$ cat config.mk
export PLATFORM = sky130hd
export DESIGN_NAME = fpq_cell
export DESIGN_NICKNAME = d
export VERILOG_FILES = /design/src/sv/fpq_pkg.sv /design/src/sv/fpq_cell.sv
export SDC_FILE = /design/constraint.sdc
export NUM_CORES = 1
export LEC_CHECK = 0
export BUFFER_PORTS_ARGS = -buffer_cell sky130_fd_sc_hd__buf_4
export CORE_MARGIN = 10
export CORE_UTILIZATION = 45
export DETAILED_ROUTE_END_ITERATION = 8
export GPL_TIMING_DRIVEN = 0
export PLACE_DENSITY = 0.88
export SLEW_MARGIN = 20
export SYNTH_ARGS = -nofsm -noshare
export SYNTH_HDL_FRONTEND = slang
export SYNTH_SLANG_ARGS = --single-unit
$ cat constraint.sdc
create_clock -name clk -period 6.9 [get_ports clk]
set_input_delay 0.345 -clock clk [delete_from_list [all_inputs] [get_ports clk]]
set_output_delay 0.345 -clock clk [all_outputs]
set_load 0.005 [all_outputs]
$ cat src/sv/fpq_pkg.sv
package fpq_pkg;

  typedef enum logic [3:0] {
    OP_ADD = 4'd0, OP_SUB = 4'd1, OP_MUL = 4'd2, OP_DIV = 4'd3,
    OP_GT = 4'd4, OP_LT = 4'd5, OP_GE = 4'd6, OP_LE = 4'd7,
    OP_EQ = 4'd8, OP_NE = 4'd9, OP_INC = 4'd10, OP_DEC = 4'd11,
    OP_MIN = 4'd12, OP_MAX = 4'd13, OP_TOINT = 4'd14, OP_FROMINT = 4'd15
  } op_t;

  typedef enum logic [1:0] {
    ERR_OK = 2'd0, ERR_DIV0 = 2'd1, ERR_OVF = 2'd2
  } err_t;

  // divider state handed from cell to cell
  typedef struct packed {
    logic          vld;
    logic          neg;
    logic          div0;
    logic [63:0]   rem;
    logic [63:0]   quo;
    logic [32:0]   den2;
    logic          fast;
    logic [31:0]   fast_res;
    logic          fast_cmp;
    logic [1:0]    fast_err;
  } cell_t;

endpackage

$ cat src/sv/fpq_cell.sv
// One restoring-division step on a (2x-numerator + denominator) / 2x-denominator pair.
module fpq_cell
  import fpq_pkg::*;
#(
  parameter int BIT = 0
) (
  input  logic  clk,
  input  logic  rst_n,
  input  logic  en,
  input  cell_t c_in,
  output cell_t c_out
);
  cell_t nxt;
  logic [96:0] sh;

  always_comb begin
    nxt = c_in;
    sh  = {64'd0, c_in.den2} << BIT;
    if (!c_in.fast && !c_in.div0 && ({33'd0, c_in.rem} >= sh)) begin
      nxt.rem = c_in.rem - sh[63:0];
      nxt.quo = c_in.quo | (64'd1 << BIT);
    end
  end

  always_ff @(posedge clk) begin
    if (!rst_n) begin
      c_out.vld <= 1'b0;
    end else if (en) begin
      c_out <= nxt;
    end
  end
endmodule

==> qor.tcl <==
set qor(clk_path_buf_depth) 2
set qor(crit_path_max_fanout) 10
set qor(critical_path_class) {primary input to flop}
set qor(vias_per_cell) 5.369
set qor(finalSetupViolations) 0
set qor(timing.fmax_mhz) 301.2
set qor(critPathArrivalTime_ns) 3.51
set qor(die-area_um2) 27100
set qor(cts_hold_buffers) 0
set qor(synth.lib_cells_used.distinct) 62
set qor(critical_path.startpoint_type) {primary input}
set qor(vdd_ir_drop_max_mv) 0.1600
set qor(gpl.final_weighted_congestion) 0.9467
set qor(clock_insertion_delay_at_the_later_pin_of_the_skew_report_ns) 0.43
set qor(post-synth-top-area-fraction) 0.6350
set qor(floorplan_die_width_um) 164.6
set qor(initial_util) 0.4606
set qor(avgRoutedWirePerCell_um) 24.11
set qor(rsz0062_at_grt) {no}
set qor(drt_first_pass_iters) 5
set qor(syn-instance-count) 743
set qor(final_core_util) 0.6585
set qor(grt_pass1_wl_mm) 49.67
set qor(crit_buf_inv) 3
set qor(post_cts_resize_count) 0
set qor(async_reset_ff_frac) 0
set qor(globalRoute.totalOverflow) 0
set qor(use_met2) 0.4380
set qor(synth-seq-area-share) 0.6371
set qor(yosysTopAreaCell) {edfxtp_1}
set qor(period_share) 0.4812
set qor(cts_setup_buffers) 0
set qor(finalWirelength_mm) 34.98
set qor(globalRouteMet1Util) 0.2581
set qor(num_io_pins) 403
set qor(post-dp-hpwl_mm) 28.87
set qor(synth_fp_nets) 980
set qor(clock_slew_at_the_register_clock_pins_of_the_worst_setup_and_hold_paths_ns) 0.09
set qor(top_usage_layer) {met2}
set qor(largest_registers) {c_out (200)}
set qor(ys_seq_elements) 200
set qor(actual_slew_at_the_worst_max_slew_pin_ns) 0.9908
set qor(fillCellCount) 1562
set qor(tritoncts_clock_tree) {built}
set qor(yosys_warnings) 0
set qor(syn_to_final_growth_pct) 42.96
set qor(powerDensity_nw_per_um2) 224.0
set qor(synth.cell_area_um2) 9410
set qor(cts.htree.levels) 4
set qor(drive_gt1_frac) 0.4054
set qor(core.rowCount) 52
set qor(cap_viol_max_count) 0
set qor(flip_flop_count_of_the_largest_register_after_layout) 200
set qor(pwr-share-clk) 0.336
set qor(end_kind) {flop}
set qor(nets) 1403
set qor(power.switching_fraction) 0.2716
set qor(status) {completed}
set qor(via_count_of_the_first_global_routing_pass) 7841
set qor(p_seq_frac) 0.484
set qor(leakagePower_nw) 5.571
set qor(synth_top_cells_by_area) {edfxtp_1, ha_1, nand2_1}
set qor(drcViolationCount) 0
set qor(met3_demand_to_capacity_share_in_global_routing) 0.07941
set qor(crit_path_max_incr_delay_ns) 0.47
set qor(finalHoldViolations) 0
set qor(combinationalPowerShare) 0.180
set qor(slew-limit-headroom) 0.3364
set qor(place.port_buffers) 400
set qor(synth.avg_cell_area_um2) 12.67
set qor(grt_antenna_before_repair) 2
set qor(detailedRoute.firstIterationViolations) 748
set qor(maximum_number_of_pins_on_one_net_before_global_route_repair) 56
set qor(worstPathCellList) {buf_4, inv_1, ha_1, a21o_1, a21oi_1, a211oi_1, o31ai_4, o31ai_1, a2111o_1, buf_6, or4b_1, a32o_1}
set qor(top_register) {c_out}
set qor(critical_path.top_delay_family) {compound AO/OA/AOI/OAI gates}
set qor(timing.final.max_slew_violations) 0
set qor(grt_util_all_layers) 0.2450
set qor(num_vias) 7790
set qor(placed_cells_incl_taps) 1417
set qor(finClkSkew_ns) 0
set qor(switchingPower_w) 0.0008185
set qor(cts_made_buffers) 17
set qor(cp_data_required_time_ns) 7.09
set qor(stdcell_count) 1451
set qor(core_area_um2) 20430
set qor(postSynth.topFlopCell) {edfxtp_1}
set qor(synth_edf_count) 199
set qor(cell_internal_pwr_w) 0.002195
set qor(post-layout-total-power_w) 0.003014
set qor(clk_root_buffer_cell) {clkbuf_16}
set qor(hold_class) {primary input to flop}
set qor(die_h_um) 164.6
set qor(antenna_violation_net_count_after_detailed_routing) 0
set qor(cts.sinks) 200
set qor(crit_path_top_delay_cell) {or4b_1}
set qor(final.min_clock_period_ns) 3.320
[cells by family (layout without fill, tap and decap cells)]
group,count (synthesis),after routing,synth area share
and+or+nand+nor,235,235,0.1336
DFF,200,200,0.6371
AOI/OAI and AO/OA,144,144,0.09547
buffers and inverters,72,508,0.03364
xor gates and xnor gates,57,57,0.05305
adders and majority gates,34,34,0.04601
muxes,1,1,0.001064
other,0,2,0
[layout make-up]
type | instances | area, um2 | share of cell area
sequential | 200 | 5996 | 0.4457
multi-input combinational | 471 | 3100 | 0.2305
timing repair buffer | 404 | 3090 | 0.2297
clock buffer | 18 | 429.2 | 0.03190
tap | 270 | 337.8 | 0.02511
clock inverter | 14 | 177.7 | 0.01321
buffer | 31 | 162.7 | 0.01209
inverter | 41 | 153.9 | 0.01144
antenna | 2 | 5.005 | 0.0003720
[Yosys cell counts, types with 4 or more instances]
cell type,count
ha_1,33
xnor2_1,28
nand4_1,19
xor2_1,29
a21o_1,7
o31ai_1,6
nand2_1,78
edfxtp_1,199
o21a_1,5
nand3_1,8
o21ai_0,55
or3_1,7
inv_1,41
nor4_1,13
nand3b_1,4
a21oi_1,38
nor2b_1,8
nor2_1,35
buf_2,18
clkbuf_1,9
or4_1,7
o21bai_1,4
nand2b_1,10
and3_1,4
nor3_1,19
[final timing paths]
path | startpoint | end | slack [ns] | cells past startpoint
setup reg to reg | c_out[199] | c_out[199] | 6.26 | 2
setup / recovery | c_in[39] | c_out[178] | 3.58 | 12
hold reg to reg | c_out[199] | c_out[199] | 0.57 | 2
hold / removal | c_in[79] | c_out[79] | 0.08 | 1
[metrics by stage]
step	worst slack (ns)	TNS (ns)	hold slack (ns)	cell area, um2
2_1_floorplan	1.457	0	0.4439	9410
3_3_place_gp	-0.3894	-72.73	0.5118	12750
3_5_place_dp	3.230	0	0.5245	12840
4_1_cts	3.670	0	0.06576	13450
5_1_grt	3.378	0	0.07117	13450
6_report	3.580	0	0.07989	13450
[power by group through the flow]
stage	logic, W	clock network [W]	registers, W
floorplan	0.000209	0	0.00150
global placement	0.000522	0	0.00149
detailed placement	0.000541	0	0.00149
CTS	0.000544	0.00103	0.00146
global route	0.000587	0.00107	0.00147
finish	0.000542	0.00101	0.00146
[layout by cell type, fill, tap and decap left out, types with 3 or more instances in the layout]
cell	synthesis	layout
nor3_1	19	19
inv_1	41	41
nor2b_1	8	8
nand4_1	19	19
edfxtp_1	199	199
buf_4	0	400
o21bai_1	4	4
nor4_1	13	13
o21a_1	5	5
or2_2	3	3
nor2_1	35	35
nor4b_1	3	3
nand4b_1	3	3
buf_12	0	3
clkbuf_16	0	17
nand2_1	78	78
xnor2_1	28	28
ha_1	33	33
nand2b_1	10	10
a21oi_2	3	3
buf_2	18	18
clkbuf_1	9	10
o21ai_0	55	55
or4_1	7	7
and3_1	4	4
a21o_1	7	7
nand3b_1	4	4
a21oi_1	38	38
inv_6	0	5
o211ai_1	3	3
buf_6	3	3
or3_1	7	7
xor2_1	29	29
nand3_1	8	8
clkinv_8	0	5
o31ai_1	6	6
[routing by layer]
layer  share of wire  wire, um
met5               0         0
met4           0.041      1437
met3           0.098      3444
met2            0.52     18200
met1            0.34     11900
Note: power is estimated with default switching activity, not from simulation.
