**src/sv/fpq_pkg.sv**
```systemverilog
package fpq_pkg;

  typedef enum logic [3:0] {
    OP_ADD = 4'd0, OP_SUB = 4'd1, OP_MUL = 4'd2, OP_DIV = 4'd3,
    OP_GT = 4'd4, OP_LT = 4'd5, OP_GE = 4'd6, OP_LE = 4'd7,
    OP_EQ = 4'd8, OP_NE = 4'd9, OP_INC = 4'd10, OP_DEC = 4'd11,
    OP_MIN = 4'd12, OP_MAX = 4'd13, OP_TOINT = 4'd14, OP_FROMINT = 4'd15
  } op_t;

  typedef enum logic [1:0] {
    ERR_OK = 2'd0, ERR_DIV0 = 2'd1, ERR_OVF = 2'd2
  } err_t;

  // divider state handed from cell to cell
  typedef struct packed {
    logic          vld;
    logic          neg;
    logic          div0;
    logic [63:0]   rem;
    logic [63:0]   quo;
    logic [32:0]   den2;
    logic          fast;
    logic [31:0]   fast_res;
    logic          fast_cmp;
    logic [1:0]    fast_err;
  } cell_t;

endpackage

```
**src/sv/fpq_front.sv**
```systemverilog
// Operand decode: combinational ops and multiplier plus divide setup, registered, feeding the chain.
module fpq_front
  import fpq_pkg::*;
#(
  parameter int FRAC_BITS = 8
) (
  input  logic        clk,
  input  logic        rst_n,
  input  logic        en,
  input  logic        vld,
  input  logic [3:0]  op,
  input  logic signed [31:0] a,
  input  logic signed [31:0] b,
  output cell_t       c_out
);
  cell_t nxt;
  logic signed [33:0] s;
  logic [31:0] ma, mb;
  logic [63:0] prod;
  logic signed [64:0] sv;
  logic [63:0] mg;
  logic neg;

  function automatic logic [33:0] sat32(input logic signed [65:0] v, output logic o);
    if (v > 66'sd2147483647) begin
      o = 1'b1; return {2'b00, 32'h7fffffff};
    end else if (v < -66'sd2147483648) begin
      o = 1'b1; return {2'b11, 32'h80000000};
    end else begin
      o = 1'b0; return v[33:0];
    end
  endfunction

  always_comb begin
    logic o;
    logic [33:0] t;
    nxt = '0;
    nxt.vld = vld;
    nxt.fast = 1'b1;
    ma = a[31] ? 32'(-a) : 32'(a);
    mb = b[31] ? 32'(-b) : 32'(b);
    neg = a[31] ^ b[31];
    prod = 64'(ma) * 64'(mb);
    s = '0;
    o = 1'b0;
    mg = '0;
    sv = '0;
    t = '0;
    case (op_t'(op))
      OP_ADD: s = 34'(a) + 34'(b);
      OP_SUB: s = 34'(a) - 34'(b);
      OP_INC: s = 34'(a) + 34'sd1;
      OP_DEC: s = 34'(a) - 34'sd1;
      default: s = '0;
    endcase
    case (op_t'(op))
      OP_ADD, OP_SUB, OP_INC, OP_DEC: begin
        t = sat32(66'(s), o);
        nxt.fast_res = t[31:0];
        nxt.fast_err = o ? ERR_OVF : ERR_OK;
      end
      OP_MUL: begin
        mg = (prod + (64'd1 << (FRAC_BITS - 1))) >> FRAC_BITS;
        sv = neg ? -$signed({1'b0, mg}) : $signed({1'b0, mg});
        t = sat32(66'(sv), o);
        nxt.fast_res = t[31:0];
        nxt.fast_err = o ? ERR_OVF : ERR_OK;
      end
      OP_FROMINT: begin
        mg = 64'(ma) << FRAC_BITS;
        sv = a[31] ? -$signed({1'b0, mg}) : $signed({1'b0, mg});
        t = sat32(66'(sv), o);
        nxt.fast_res = t[31:0];
        nxt.fast_err = o ? ERR_OVF : ERR_OK;
      end
      OP_DIV: begin
        nxt.fast = 1'b0;
        nxt.neg = neg;
        nxt.div0 = (b == 32'sd0);
        nxt.rem = (64'(ma) << (FRAC_BITS + 1)) + 64'(mb);
        nxt.den2 = {mb, 1'b0};
      end
      OP_GT: nxt.fast_cmp = a > b;
      OP_LT: nxt.fast_cmp = a < b;
      OP_GE: nxt.fast_cmp = a >= b;
      OP_LE: nxt.fast_cmp = a <= b;
      OP_EQ: nxt.fast_cmp = a == b;
      OP_NE: nxt.fast_cmp = a != b;
      OP_MIN: nxt.fast_res = (a < b) ? a : b;
      OP_MAX: nxt.fast_res = (a > b) ? a : b;
      OP_TOINT: nxt.fast_res = 32'(a >>> FRAC_BITS);
      default: nxt.fast_res = '0;
    endcase
  end

  always_ff @(posedge clk) begin
    if (!rst_n) begin
      c_out.vld <= 1'b0;
    end else if (en) begin
      c_out <= nxt;
    end
  end
endmodule

```
**config.mk**
```make
export PLATFORM = sky130hd
export DESIGN_NAME = fpq_front
export DESIGN_NICKNAME = d
export VERILOG_FILES = /design/src/sv/fpq_pkg.sv /design/src/sv/fpq_front.sv
export SDC_FILE = /design/constraint.sdc
export NUM_CORES = 2
export LEC_CHECK = 0
export BUFFER_PORTS_ARGS = -buffer_cell sky130_fd_sc_hd__buf_2
export CAP_MARGIN = 20
export CORE_ASPECT_RATIO = 1.1
export CORE_MARGIN = 4
export CORE_UTILIZATION = 59
export DETAILED_ROUTE_END_ITERATION = 8
export GPL_TIMING_DRIVEN = 0
export PLACE_DENSITY = 0.81
export SKIP_CTS_REPAIR_TIMING = 1
export SYNTH_ARGS = -nofsm -noshare
export SYNTH_HDL_FRONTEND = slang
export SYNTH_SLANG_ARGS = --single-unit
```
**constraint.sdc**
```tcl
create_clock -name clk -period 14.4 [get_ports clk]
set_input_delay 0.72 -clock clk [delete_from_list [all_inputs] [get_ports clk]]
set_output_delay 0.72 -clock clk [all_outputs]
set_load 0.02 [all_outputs]
```
==> results.ini <==
[yosys]
synth_xor_area_share_pct = 4.83
ys.flop_type = edfxtp_1
syn_inst = 5917
synth_cell_type_count = 107
synth-seq-cells = 103
synth_top_family_by_area = adder cells
yosys.area_share.simple_pct = 17.2
synth_compound_area_share_pct = 11.5
syn_area_per_cell_um2 = 8.22
synth_edf_count = 102
syn_area_um2 = 48700
synthMuxAreaShare_pct = 0.995
ys_seq_area_share_pct = 6.33
async_flop_share_pct = 0
ys_warn_count = 0
synth_adder_area_share_pct = 46.7

[floorplan]
start_util_pct = 59.5
core-area_um2 = 81800
die_area_um2 = 87100
fp.dieW_um = 282
io_pins = 272
num_rows = 110
chipHeight_um = 309

[cts]
clk_pin_slew_worst_paths_ns = 0.11
cts-root-buf = clkbuf_16
cts_buffers = 9
clockBufferDepth = 2
cts_max_level = 3
cts_tree = built
clkLatencyLatePin_ns = 0.42
numClockSinks = 103

[global_route]
grt_first_pass_wirelength_mm = 304
overflow = 0
antenna_found_initial = 10
grtUsageTotal_pct = 48.4
grt_pass1_vias = 46300
grt_max_degree = 60

[detailed_routing]
post_drt_wl_per_cell_um = 28.7
vias = 47300
drt-total-wl_mm = 211
drtAntennaViolNets = 0
vias_per_cell = 6.42
drt_first_pass_iters = 7
drcViolationCount = 0
drtIter0Drc = 7005

[layout]
syn2layout_area_growth_pct = 9.67
multi_input_area_um2 = 40500
fin_nets = 7624
regMostFlops = c_out
largest_register_ffs = 103
instances_no_fill = 7356
drive_above_1_share_pct = 9.90
top_regs = c_out x103
seq_area_um2 = 3080
fillers = 7225

[placement]
place_congestion = 1.07
portBuffers = 180
post-place-ws_ns = -3.30
place_hpwl_mm = 172
dp.cells = 7286

[worst_setup_path]
crit_end = c_out[30]
crit_top_cell = fa_1
cpPeakStageDelay_ns = 0.78
path_max_fanout = 10
crit_slowest_cell = fa_1
r2r-start = c_out[199]
endpoint_kind = flip-flop
arrival_ns = 14.57
rr_worst_depth = 2
r2r-end = c_out[199]
reg2reg_setup_slack_ns = 13.78
required_ns = 14.58
critPathLaunch = a[31]
crit_type = input port to flip-flop
startpoint_type = input port

[sta]
fin_tns_setup_ns = 0
clock-skew-final_ns = 0
worst_pin_slew_ns = 1.32
maxSlewHeadroom_pct = 11.8
finalSetupViolCount = 0
timing.final.crit_share_pct = 100
final_max_slew_viol_count = 0
fin_ws_ns = 0.00708
max_freq_mhz = 69.5
min_period_ns = 14.39
hold_viol = 0

[run_status]
outcome = finished, final reports clean

[worst_hold_path]
min_path_type = input port to flip-flop

[job]
max_cap_viol_count = 0

Yosys cell counts (all sizes together), types with 13 or more instances:
cell       n  share of area, %
a211oi    25              0.42
a21o      67               1.0
a21oi    247               2.5
a22oi     26              0.43
a31oi     29              0.39
and2      50              0.64
and3      31              0.40
buf      132               1.8
clkbuf   251               1.9
edfxtp   102               6.3
fa       900                37
ha       377               9.7
inv     1107               8.5
mux2i     45              0.93
nand2    634               4.9
nand2b    28              0.36
nand3     84              0.87
nand4     52              0.71
nor2     744               5.7
nor2b     26              0.33
nor3      88              0.90
nor4      27              0.44
o211ai    51              0.79
o21a      19              0.29
o21ai    139               1.4
o21bai    18              0.28
o221ai    20              0.36
o22ai     13              0.17
o31ai     21              0.33
or2       19              0.24
or3       32              0.41
or4       23              0.36
xnor2    199               3.6
xor2      67               1.2
cell families after synthesis:
kind of cell    after synthesis
xor+xnor                    266
compound gates              832
buf+inv                    1501
flops                       103
other cells                   1
simple gates               1888
mux                          48
fa+ha+maj                  1278
per-layer routing:
metal | share of wire, % | track usage (%) | up-vias
met1 | 34 | 60.8 | 23100
met3 | 15 | 17.8 | 1024
met2 | 41 | 68.4 | 3810
met5 | 0.032 | 0 | -
li1 | - | - | 19400
met4 | 9.7 | 36.4 | 8
stage by stage:
| stage | hold slack, ns | instance area (um^2) | util [%] |
|---|---|---|---|
| floorplan | 0.589 | 49000 | - |
| global placement | 0.494 | 51200 | 62.7 |
| detailed placement | 0.538 | 51900 | 63.4 |
| CTS | 0.540 | 52200 | 63.8 |
| global route | 0.546 | 53300 | 65.3 |
| finish | 0.540 | 53400 | 65.3 |
layout by cell type, fill, tap and decap left out, types with 151 or more instances in the layout:
cell type  Yosys  routed
nor2_1       744     744
clkbuf_1     251     187
fa_1         900     900
nand2_1      634     633
inv_1       1093    1092
buf_4         99     151
ha_1         377     372
a21oi_1      246     239
buf_2         16     199
xnor2_1      198     174
worst min path at each step:
stage | start | to | slack (ns) | cells after the start
final | rst_n | c_out[199] | 0.54 | 2
after global routing | rst_n | c_out[199] | 0.55 | 2
after CTS | rst_n | c_out[199] | 0.54 | 2
after global placement | c_out[199] | c_out[199] | 0.49 | 2
after floorplan | c_out[199] | c_out[199] | 0.59 | 2
after detailed placement | c_out[199] | c_out[199] | 0.54 | 2
worst max-delay path, delay by kind of cell:
kind                     cells  cell delay [ns]
buffers and inverters       16             4.17
AO/OA/AOI/OAI                5             1.19
AND/OR/NAND/NOR             10             2.72
XOR/XNOR                     2             0.62
adder cells (fa/ha/maj)     10             5.10
cell type report:
class / instances / share of cell area, %
plain buffers: 371 / 3.60
well taps: 1064 / 2.49
clock buffers: 9 / 0.422
flip-flops and latches: 103 / 5.78
diodes: 12 / 0.0563
inverters: 1118 / 7.92
repair buffers: 271 / 3.59
clock inverters: 7 / 0.176
multi-input cells: 4401 / 76.0
Power is left out: the tool's default activity adds up to more than one toggle a clock period on the data nets, which glitch-free logic cannot reach.
